**config.mk**
```make
export PLATFORM = sky130hd
export DESIGN_NAME = fp32_adder_unit
export DESIGN_NICKNAME = d
export VERILOG_FILES = /design/src/rtl/fpadd_pkg.sv /design/src/rtl/fpadd_front.sv /design/src/rtl/fpadd_add.sv /design/src/rtl/fpadd_round.sv /design/src/rtl/fp32_adder_unit.sv
export SDC_FILE = /design/constraint.sdc
export NUM_CORES = 1
export LEC_CHECK = 0
export BUFFER_PORTS_ARGS = -buffer_cell sky130_fd_sc_hd__buf_2
export CAP_MARGIN = 20
export CELL_PAD_IN_SITES_DETAIL_PLACEMENT = 1
export CELL_PAD_IN_SITES_GLOBAL_PLACEMENT = 2
export CORE_MARGIN = 5
export CORE_UTILIZATION = 40
export CTS_CLUSTER_SIZE = 30
export DETAILED_ROUTE_END_ITERATION = 16
export GPL_ROUTABILITY_DRIVEN = 0
export MAX_ROUTING_LAYER = met4
export PLACE_DENSITY_LB_ADDON = 0.12
export SLEW_MARGIN = 10
export SYNTH_ARGS = -nofsm -noshare
export SYNTH_HDL_FRONTEND = slang
export SYNTH_SLANG_ARGS = --single-unit
```
**constraint.sdc**
```tcl
create_clock -name clk -period 18.2 [get_ports clk]
set_input_delay 3.64 -clock clk [delete_from_list [all_inputs] [get_ports clk]]
set_output_delay 3.64 -clock clk [all_outputs]
set_load 0.01 [all_outputs]
```
**src/rtl/fpadd_pkg.sv**
```systemverilog
// Shared types and constants for the single-precision adder pipeline.
// No dependencies; every other file in rtl/ refers to this package.
package fpadd_pkg;

    localparam logic [31:0] QNAN_BITS = 32'h7FC0_0000;
    localparam logic [31:0] INF_BITS  = 32'h7F80_0000;
    localparam logic [4:0]  ALIGN_CAP = 5'd25;
    localparam logic [5:0]  TOP_POS   = 6'd50;
    localparam logic [8:0]  EXP_BIAS_ADJ = 9'd49;

    // Stage 1: operands unpacked and ordered by exponent.
    typedef struct packed {
        logic        spec;
        logic [31:0] spec_val;
        logic [7:0]  emax;
        logic [23:0] mmax;
        logic [23:0] mmin;
        logic [4:0]  align_sh;
        logic        smax;
        logic        smin;
    } unpack_t;

    // Stage 2: smaller significand aligned to the larger one.
    typedef struct packed {
        logic        spec;
        logic [31:0] spec_val;
        logic [7:0]  emax;
        logic [23:0] mmax;
        logic [48:0] small_al;
        logic        smax;
        logic        eff_sub;
    } align_t;

    // Stage 3: raw two's complement sum of the aligned significands.
    typedef struct packed {
        logic        spec;
        logic [31:0] spec_val;
        logic [7:0]  emax;
        logic        smax;
        logic [50:0] raw;
    } sum_t;

    // Stage 4: magnitude with its normalization shift and exponent.
    typedef struct packed {
        logic        spec;
        logic [31:0] spec_val;
        logic        sign;
        logic        zero;
        logic [7:0]  exp;
        logic [5:0]  shamt;
        logic [49:0] mag;
    } norm_t;

    // Per-stage advance enables from the pipeline control.
    typedef struct packed {
        logic en1;
        logic en2;
        logic en3;
        logic en4;
        logic en5;
    } stage_en_t;

endpackage

```
**src/rtl/fpadd_front.sv**
```systemverilog
// Front end of the adder: operand decode, special cases, exponent ordering
// and significand alignment (pipeline stages 1 and 2). Uses fpadd_pkg.
module fpadd_front (
    input  logic                clk,
    input  logic                en1,
    input  logic                en2,
    input  logic [31:0]         operand_a,
    input  logic [31:0]         operand_b,
    output fpadd_pkg::align_t   align_q
);

    fpadd_pkg::unpack_t unpack_next;
    fpadd_pkg::unpack_t unpack_reg;
    fpadd_pkg::align_t  align_next;
    fpadd_pkg::align_t  align_reg;

    logic [7:0]  ea;
    logic [7:0]  eb;
    logic [22:0] fa;
    logic [22:0] fb;
    logic [23:0] ma;
    logic [23:0] mb;
    logic        nan_a;
    logic        nan_b;
    logic        swap;
    logic [7:0]  ediff;
    logic [48:0] small_ext;

    // Decode, special operands and ordering by exponent.
    always_comb
    begin
        ea    = operand_a[30:23];
        eb    = operand_b[30:23];
        fa    = operand_a[22:0];
        fb    = operand_b[22:0];
        nan_a = (ea == 8'hFF) && (fa != 23'd0);
        nan_b = (eb == 8'hFF) && (fb != 23'd0);
        ma    = (ea != 8'd0) ? {1'b1, fa} : {fa, 1'b0};
        mb    = (eb != 8'd0) ? {1'b1, fb} : {fb, 1'b0};
        swap  = eb > ea;

        unpack_next.spec = (ea == 8'hFF) || (eb == 8'hFF);
        if (nan_a || nan_b)
        begin
            unpack_next.spec_val = fpadd_pkg::QNAN_BITS;
        end
        else if ((ea == 8'hFF) && (eb == 8'hFF) && (operand_a[31] != operand_b[31]))
        begin
            unpack_next.spec_val = fpadd_pkg::QNAN_BITS;
        end
        else if (ea == 8'hFF)
        begin
            unpack_next.spec_val = {operand_a[31], 31'd0} | fpadd_pkg::INF_BITS;
        end
        else
        begin
            unpack_next.spec_val = {operand_b[31], 31'd0} | fpadd_pkg::INF_BITS;
        end

        unpack_next.emax = swap ? eb : ea;
        unpack_next.mmax = swap ? mb : ma;
        unpack_next.mmin = swap ? ma : mb;
        unpack_next.smax = swap ? operand_b[31] : operand_a[31];
        unpack_next.smin = swap ? operand_a[31] : operand_b[31];
        ediff = swap ? (eb - ea) : (ea - eb);
        unpack_next.align_sh = (ediff > {3'd0, fpadd_pkg::ALIGN_CAP}) ?
                               fpadd_pkg::ALIGN_CAP : ediff[4:0];
    end

    // Alignment of the smaller significand against the larger one.
    always_comb
    begin
        small_ext            = {25'd0, unpack_reg.mmin};
        align_next.spec      = unpack_reg.spec;
        align_next.spec_val  = unpack_reg.spec_val;
        align_next.emax      = unpack_reg.emax;
        align_next.mmax      = unpack_reg.mmax;
        align_next.small_al  = small_ext << (fpadd_pkg::ALIGN_CAP - unpack_reg.align_sh);
        align_next.smax      = unpack_reg.smax;
        align_next.eff_sub   = unpack_reg.smax ^ unpack_reg.smin;
    end

    always_ff @(posedge clk)
    begin
        if (en1)
        begin
            unpack_reg <= unpack_next;
        end
        if (en2)
        begin
            align_reg <= align_next;
        end
    end

    assign align_q = align_reg;

endmodule

```
**src/rtl/fpadd_add.sv**
```systemverilog
// Significand adder and normalization analysis (pipeline stages 3 and 4):
// signed add, magnitude, leading-one search and exponent. Uses fpadd_pkg.
module fpadd_add (
    input  logic                clk,
    input  logic                en3,
    input  logic                en4,
    input  fpadd_pkg::align_t   align_q,
    output fpadd_pkg::norm_t    norm_q
);

    fpadd_pkg::sum_t  sum_next;
    fpadd_pkg::sum_t  sum_reg;
    fpadd_pkg::norm_t norm_next;
    fpadd_pkg::norm_t norm_reg;

    logic [50:0] big_ext;
    logic [50:0] small_ext;
    logic [50:0] absval;
    logic [5:0]  top;
    logic [5:0]  lshift;
    logic [8:0]  limit;
    logic        subn;
    logic [8:0]  exp_wide;

    // Add or subtract the aligned significands.
    always_comb
    begin
        big_ext   = {2'b00, align_q.mmax, 25'd0};
        small_ext = {2'b00, align_q.small_al};
        sum_next.spec     = align_q.spec;
        sum_next.spec_val = align_q.spec_val;
        sum_next.emax     = align_q.emax;
        sum_next.smax     = align_q.smax;
        sum_next.raw      = align_q.eff_sub ? (big_ext - small_ext) : (big_ext + small_ext);
    end

    // Magnitude, leading-one position and normalization shift.
    always_comb
    begin
        absval = sum_reg.raw[50] ? (~sum_reg.raw + 51'd1) : sum_reg.raw;
        top    = 6'd0;
        for (int i = 0; i < 50; i++)
        begin
            if (absval[i])
            begin
                top = 6'(i);
            end
        end
        lshift   = fpadd_pkg::TOP_POS - top;
        limit    = {1'b0, sum_reg.emax} + 9'd1;
        subn     = {3'd0, lshift} > limit;
        exp_wide = {1'b0, sum_reg.emax} + {3'd0, top} - fpadd_pkg::EXP_BIAS_ADJ;

        norm_next.spec     = sum_reg.spec;
        norm_next.spec_val = sum_reg.spec_val;
        norm_next.sign     = sum_reg.smax ^ sum_reg.raw[50];
        norm_next.zero     = (absval == 51'd0);
        norm_next.exp      = subn ? 8'd0 : exp_wide[7:0];
        norm_next.shamt    = subn ? limit[5:0] : lshift;
        norm_next.mag      = absval[49:0];
    end

    always_ff @(posedge clk)
    begin
        if (en3)
        begin
            sum_reg <= sum_next;
        end
        if (en4)
        begin
            norm_reg <= norm_next;
        end
    end

    assign norm_q = norm_reg;

endmodule

```
**src/rtl/fpadd_round.sv**
```systemverilog
// Final stage: normalizing shift, round to nearest even, overflow
// saturation and result selection (pipeline stage 5). Uses fpadd_pkg.
module fpadd_round (
    input  logic               clk,
    input  logic               en5,
    input  fpadd_pkg::norm_t   norm_q,
    output logic [31:0]        sum_bits
);

    logic [50:0] shifted;
    logic        guard;
    logic        sticky;
    logic        lsb;
    logic [24:0] rounded;
    logic [31:0] total;
    logic [31:0] sum_next;
    logic [31:0] sum_reg;

    // Normalize, round and pack.
    always_comb
    begin
        shifted = {1'b0, norm_q.mag} << norm_q.shamt;
        guard   = shifted[26];
        sticky  = shifted[25:0] != 26'd0;
        lsb     = shifted[27];
        rounded = {1'b0, shifted[50:27]} + {24'd0, guard && (sticky || lsb)};
        total   = {1'b0, norm_q.exp, 23'd0} + {7'd0, rounded};
        if (total >= fpadd_pkg::INF_BITS)
        begin
            total = fpadd_pkg::INF_BITS;
        end

        if (norm_q.spec)
        begin
            sum_next = norm_q.spec_val;
        end
        else if (norm_q.zero)
        begin
            sum_next = 32'd0;
        end
        else
        begin
            sum_next = {norm_q.sign, total[30:0]};
        end
    end

    always_ff @(posedge clk)
    begin
        if (en5)
        begin
            sum_reg <= sum_next;
        end
    end

    assign sum_bits = sum_reg;

endmodule

```
**src/rtl/fp32_adder_unit.sv**
```systemverilog
// Top level of the single-precision adder: pipeline control and stages.
// Depends on fpadd_pkg, fpadd_front, fpadd_add and fpadd_round.

// IEEE-754 binary32 adder with round to nearest even, subnormal support,
// canonical quiet NaN 0x7FC00000 for NaN operands and opposite infinities,
// +0 for an exact zero sum and saturation to infinity on overflow. It is a
// five-stage pipeline (decode, align, add, leading-one search, normalize and
// round), so a result is presented on the output from the last stage register
// once its transaction has passed through every stage; one operand pair can
// be accepted every cycle unless the pipeline is full and the output stalled. Each stage holds when
// the stage after it is full and stalled, so empty stages still fill while
// the output waits, and no transaction is lost or repeated.
module fp32_adder_unit (
    input  logic        clk,
    input  logic        rst_n,
    input  logic        in_valid,
    output logic        in_ready,
    input  logic [31:0] operand_a,
    input  logic [31:0] operand_b,
    output logic        out_valid,
    input  logic        out_ready,
    output logic [31:0] sum_bits
);

    fpadd_pkg::stage_en_t en;
    fpadd_pkg::align_t    align_q;
    fpadd_pkg::norm_t     norm_q;

    logic [5:1] valid_reg;
    logic [5:1] valid_next;

    // A stage advances when it is empty or the next stage advances.
    always_comb
    begin
        en.en5 = !valid_reg[5] || out_ready;
        en.en4 = !valid_reg[4] || en.en5;
        en.en3 = !valid_reg[3] || en.en4;
        en.en2 = !valid_reg[2] || en.en3;
        en.en1 = !valid_reg[1] || en.en2;
        valid_next[1] = en.en1 ? in_valid     : valid_reg[1];
        valid_next[2] = en.en2 ? valid_reg[1] : valid_reg[2];
        valid_next[3] = en.en3 ? valid_reg[2] : valid_reg[3];
        valid_next[4] = en.en4 ? valid_reg[3] : valid_reg[4];
        valid_next[5] = en.en5 ? valid_reg[4] : valid_reg[5];
    end

    always_ff @(posedge clk or negedge rst_n)
    begin
        if (!rst_n)
        begin
            valid_reg <= '0;
        end
        else
        begin
            valid_reg <= valid_next;
        end
    end

    assign in_ready  = en.en1;
    assign out_valid = valid_reg[5];

    fpadd_front u_front (
        .clk       (clk),
        .en1       (en.en1),
        .en2       (en.en2),
        .operand_a (operand_a),
        .operand_b (operand_b),
        .align_q   (align_q)
    );

    fpadd_add u_add (
        .clk     (clk),
        .en3     (en.en3),
        .en4     (en.en4),
        .align_q (align_q),
        .norm_q  (norm_q)
    );

    fpadd_round u_round (
        .clk      (clk),
        .en5      (en.en5),
        .norm_q   (norm_q),
        .sum_bits (sum_bits)
    );

`ifndef SYNTH
    // An accepted transaction occupies the first stage on the next cycle.
    a_accept_fills: assert property (@(posedge clk) disable iff (!rst_n)
        in_valid && in_ready |=> valid_reg[1])
        else $error("accepted transaction did not enter stage 1");

    // A full stage that advances hands its transaction to the next stage.
    a_stage4_moves: assert property (@(posedge clk) disable iff (!rst_n)
        valid_reg[4] && en.en4 |=> valid_reg[5])
        else $error("stage 4 transaction lost");

    // A full stage 1 never accepts while stage 2 is blocked.
    a_no_overwrite: assert property (@(posedge clk) disable iff (!rst_n)
        valid_reg[1] && !en.en2 |-> !in_ready)
        else $error("stage 1 overwritten while stalled");

    // An all-ones exponent on the output is infinity or the canonical NaN.
    a_special_form: assert property (@(posedge clk) disable iff (!rst_n)
        out_valid && (sum_bits[30:23] == 8'hFF) |->
            (sum_bits[22:0] == 23'd0) || (sum_bits == fpadd_pkg::QNAN_BITS))
        else $error("malformed infinity or NaN on output");
`endif

endmodule

```
==> metrics.txt <==
# TYPE chip_impl_metric gauge
chip_impl_metric{name="power.static_leakage",unit="nW"} 10.1
chip_impl_metric{name="area_growth",unit="%"} 9.36
chip_impl_metric{name="crit_arrival",unit="ns"} 5.69
chip_impl_metric{name="place.detailed.instances",unit=""} 3078
chip_impl_metric{name="post_detailed_placement_cell_area",unit="mm^2"} 0.0252
chip_impl_info{name="run_status",value="completed"} 1
chip_impl_metric{name="post-route-cell-area",unit="mm^2"} 0.0264
chip_impl_metric{name="ir_worst_vdd",unit="mV"} 0.0673
chip_impl_metric{name="route.detailed.vias_per_inst",unit=""} 5.87
chip_impl_metric{name="clock_insertion_delay_worst_skew",unit="ns"} 0.55
chip_impl_metric{name="maxCapViolations",unit=""} 0
chip_impl_metric{name="filler_cell_count",unit=""} 6609
chip_impl_metric{name="finish.utilization",unit=""} 0.440
chip_impl_metric{name="antenna_cells_inserted",unit=""} 0
chip_impl_metric{name="share_of_the_clock_period_used_by_the_worst_path_after_layout",unit=""} 0.512
chip_impl_metric{name="clkTransAtPathRegs",unit="ns"} 0.06
chip_impl_metric{name="ys_seq_elements",unit=""} 321
chip_impl_metric{name="finalPower",unit="mW"} 5.01
chip_impl_metric{name="globalRoute.totalOverflow",unit=""} 0
chip_impl_info{name="min-delay-path-class",value="flop to flop"} 1
chip_impl_metric{name="worst-path-max-fanout",unit=""} 68
chip_impl_metric{name="postRouteAntennaNets",unit=""} 0
chip_impl_metric{name="worst_clock_skew",unit="ns"} 0.0165
chip_impl_metric{name="sequential_to_total_area_share_from_yosys_stat",unit=""} 0.398
chip_impl_info{name="layout_commonest_cell",value="edfxtp_1"} 1
chip_impl_metric{name="die_x",unit="um"} 256
chip_impl_metric{name="setup_total_negative_slack",unit="ns"} 0
chip_impl_metric{name="flip_flop_count_of_the_largest_register_after_layout",unit=""} 86
chip_impl_metric{name="post_route_cells_drive_above_1_share",unit=""} 0.147
chip_impl_info{name="synth-main-ff-cell",value="edfxtp_1"} 1
chip_impl_metric{name="routed_length_per_instance",unit="um"} 21.6
chip_impl_metric{name="design.core.area",unit="mm^2"} 0.0600
chip_impl_metric{name="count_of_cells_resized_by_post_cts_repair",unit=""} 0
chip_impl_metric{name="cts.hold.buffers_added",unit=""} 0
chip_impl_metric{name="final_cell_count_no_fill",unit=""} 3143
chip_impl_metric{name="maxSlewViolCount",unit=""} 0
chip_impl_metric{name="power_density",unit="mW/mm^2"} 190
chip_impl_metric{name="place.detailed.hpwl",unit="um"} 53500
chip_impl_metric{name="synth_edf_count",unit=""} 316
chip_impl_info{name="cts-root-buf",value="clkbuf_16"} 1
chip_impl_metric{name="detail_route.first_pass.iterations",unit=""} 5
chip_impl_metric{name="floorplan.rows",unit=""} 90
chip_impl_metric{name="port-buffer-count",unit=""} 101
chip_impl_metric{name="synth.yosys.warnings",unit=""} 0
chip_impl_info{name="startpoint_class_of_the_critical_path",value="input pin"} 1
chip_impl_metric{name="cts.repair_timing.setup_buffer_count",unit=""} 0
chip_impl_metric{name="worstMarginPinSlew",unit="ns"} 1.02
chip_impl_metric{name="detail_route.drc_violations",unit=""} 0
chip_impl_metric{name="initial_antenna_violation_count",unit=""} 0
chip_impl_metric{name="finalWirelength",unit="um"} 67900
chip_impl_metric{name="groute.usage.overall",unit=""} 0.208
chip_impl_info{name="criticalPathCategory",value="input pin to output port"} 1
chip_impl_metric{name="grt_start_max_net_pins",unit=""} 75
chip_impl_metric{name="post-route-min-period",unit="ns"} 9.33
chip_impl_metric{name="start_util",unit=""} 0.402
chip_impl_metric{name="synth_cells",unit=""} 2309
chip_impl_metric{name="final_nets",unit=""} 2495
chip_impl_info{name="setup.worst_path.end_class",value="output port"} 1
chip_impl_metric{name="clock.fmax",unit="GHz"} 0.107
chip_impl_metric{name="postSynth.asyncResetShare",unit=""} 0.0156
chip_impl_metric{name="timing_hold_violations_final",unit=""} 0
chip_impl_metric{name="mappedNetlistNets",unit=""} 2469
chip_impl_metric{name="number_of_buffers_inserted_during_clock_tree_synthesis",unit=""} 37
chip_impl_info{name="rsz0062_at_grt",value="false"} 1
chip_impl_metric{name="drtIter0Drc",unit=""} 1126
chip_impl_metric{name="die_area",unit="mm^2"} 0.0654
chip_impl_metric{name="global_route_wire_length_before_repair",unit="um"} 108000
chip_impl_metric{name="detailroute.via_count",unit=""} 18400
chip_impl_info{name="clock_tree_from_tritoncts",value="yes"} 1
chip_impl_metric{name="timing.max_slew.rel_slack",unit=""} 0.317
chip_impl_metric{name="floorplan.io_pins",unit=""} 102
chip_impl_metric{name="unique_masters_post_synth",unit=""} 103
chip_impl_info{name="most-common-layout-cells",value="316 x edfxtp_1, 186 x nand2_1, 167 x nor2_1"} 1
chip_impl_metric{name="numClockSinks",unit=""} 321
chip_impl_metric{name="mappedNetlistArea",unit="mm^2"} 0.0241
chip_impl_metric{name="ctsLongestPathBuffers",unit=""} 3
chip_impl_metric{name="die-height",unit="um"} 256
chip_impl_metric{name="setup-violations-final",unit=""} 0
chip_impl_metric{name="postSynthAreaPerCell",unit="um^2"} 10.5
chip_impl_metric{name="first_global_vias",unit=""} 19100
chip_impl_metric{name="worst_ep_required_time",unit="ns"} 14.56
chip_impl_metric{name="cts_max_level",unit=""} 2
routing by layer:
metal | track usage | share of wire | vias up
met5 | - | 0 | -
met2 | 0.359 | 0.50 | 372
met4 | 0.0754 | 0.040 | 0
li1 | - | - | 8860
met1 | 0.256 | 0.43 | 9074
met3 | 0.0208 | 0.029 | 134
cell usage after synthesis, types with 33 or more instances:
library cell  number  area, um^2
edfxtp_1         316        9490
nor4_1            33         206
inv_1            124         465
clkbuf_1          94         353
nor3_1            43         215
a21oi_1           93         465
nand2_1          188         706
nand3_1           52         260
ha_1              88        1100
mux4_2            94        2120
xnor2_1           97         850
xor2_1            37         324
o21ai_0          128         641
mux2i_1          162        1620
nor2_1           167         627
power by group:
group / switching, mW / total, mW / internal, mW
Clock: 0.297 / 0.735 / 0.438
Combinational: 1.57 / 2.71 / 1.15
Sequential: 0.333 / 1.56 / 1.23
Total: 2.20 / 5.01 / 2.81
final timing paths:
| path | cells after the start | slack [ns] | from | endpoint |
|---|---|---|---|---|
| min in group asynchronous | 1 | 2.90 | rst_n | valid_reg[4] |
| setup / recovery | 7 | 8.87 | out_ready | in_ready |
| hold reg to reg | 0 | 0.42 | u_front.align_next[66] | u_front.align_q[66] |
| max in group asynchronous | 1 | 15.16 | rst_n | valid_reg[5] |
| setup reg to reg | 22 | 11.64 | u_add.sum_reg[13] | u_add.norm_q[54] |
| hold / removal | 0 | 0.42 | u_front.align_next[66] | u_front.align_q[66] |
metrics by stage:
step,setup slack [ns],hold slack [ns]
floorplan,6.59,0.400
global placement,8.95,0.404
detailed placement,8.83,0.406
CTS,8.83,0.422
global route,8.61,0.427
finish,8.87,0.421
final cells by class:
class	instances	area, um^2	area share
Timing Repair Buffer	131	731	0.0277
Multi-Input combinational cell	1718	13400	0.508
Inverter	126	473	0.0179
Clock inverter	22	245	0.00929
Tap cell	782	978	0.0371
Sequential cell	321	9610	0.364
Clock buffer	43	958	0.0363
worst max-delay path: stages:
cell and delay [ns]:
buf_2 0.10, nor2b_1 0.32, nand4_1 0.67, inv_1 0.23, nand2_2 0.06, buf_4 0.36, buf_2 0.27
cells by family (layout without fill, tap and decap cells):
group                    after synthesis  in the layout  share of synthesized area
AO/OA/AOI/OAI                        522            522                      0.147
adder cells (fa/ha/maj)               92             92                     0.0489
flip-flops                           321            321                      0.398
AND/OR/NAND/NOR                      702            702                      0.148
XOR/XNOR                             134            134                     0.0486
buffers and inverters                270            322                     0.0485
multiplexers                         268            268                      0.161
(Power assumes the default switching activity.)
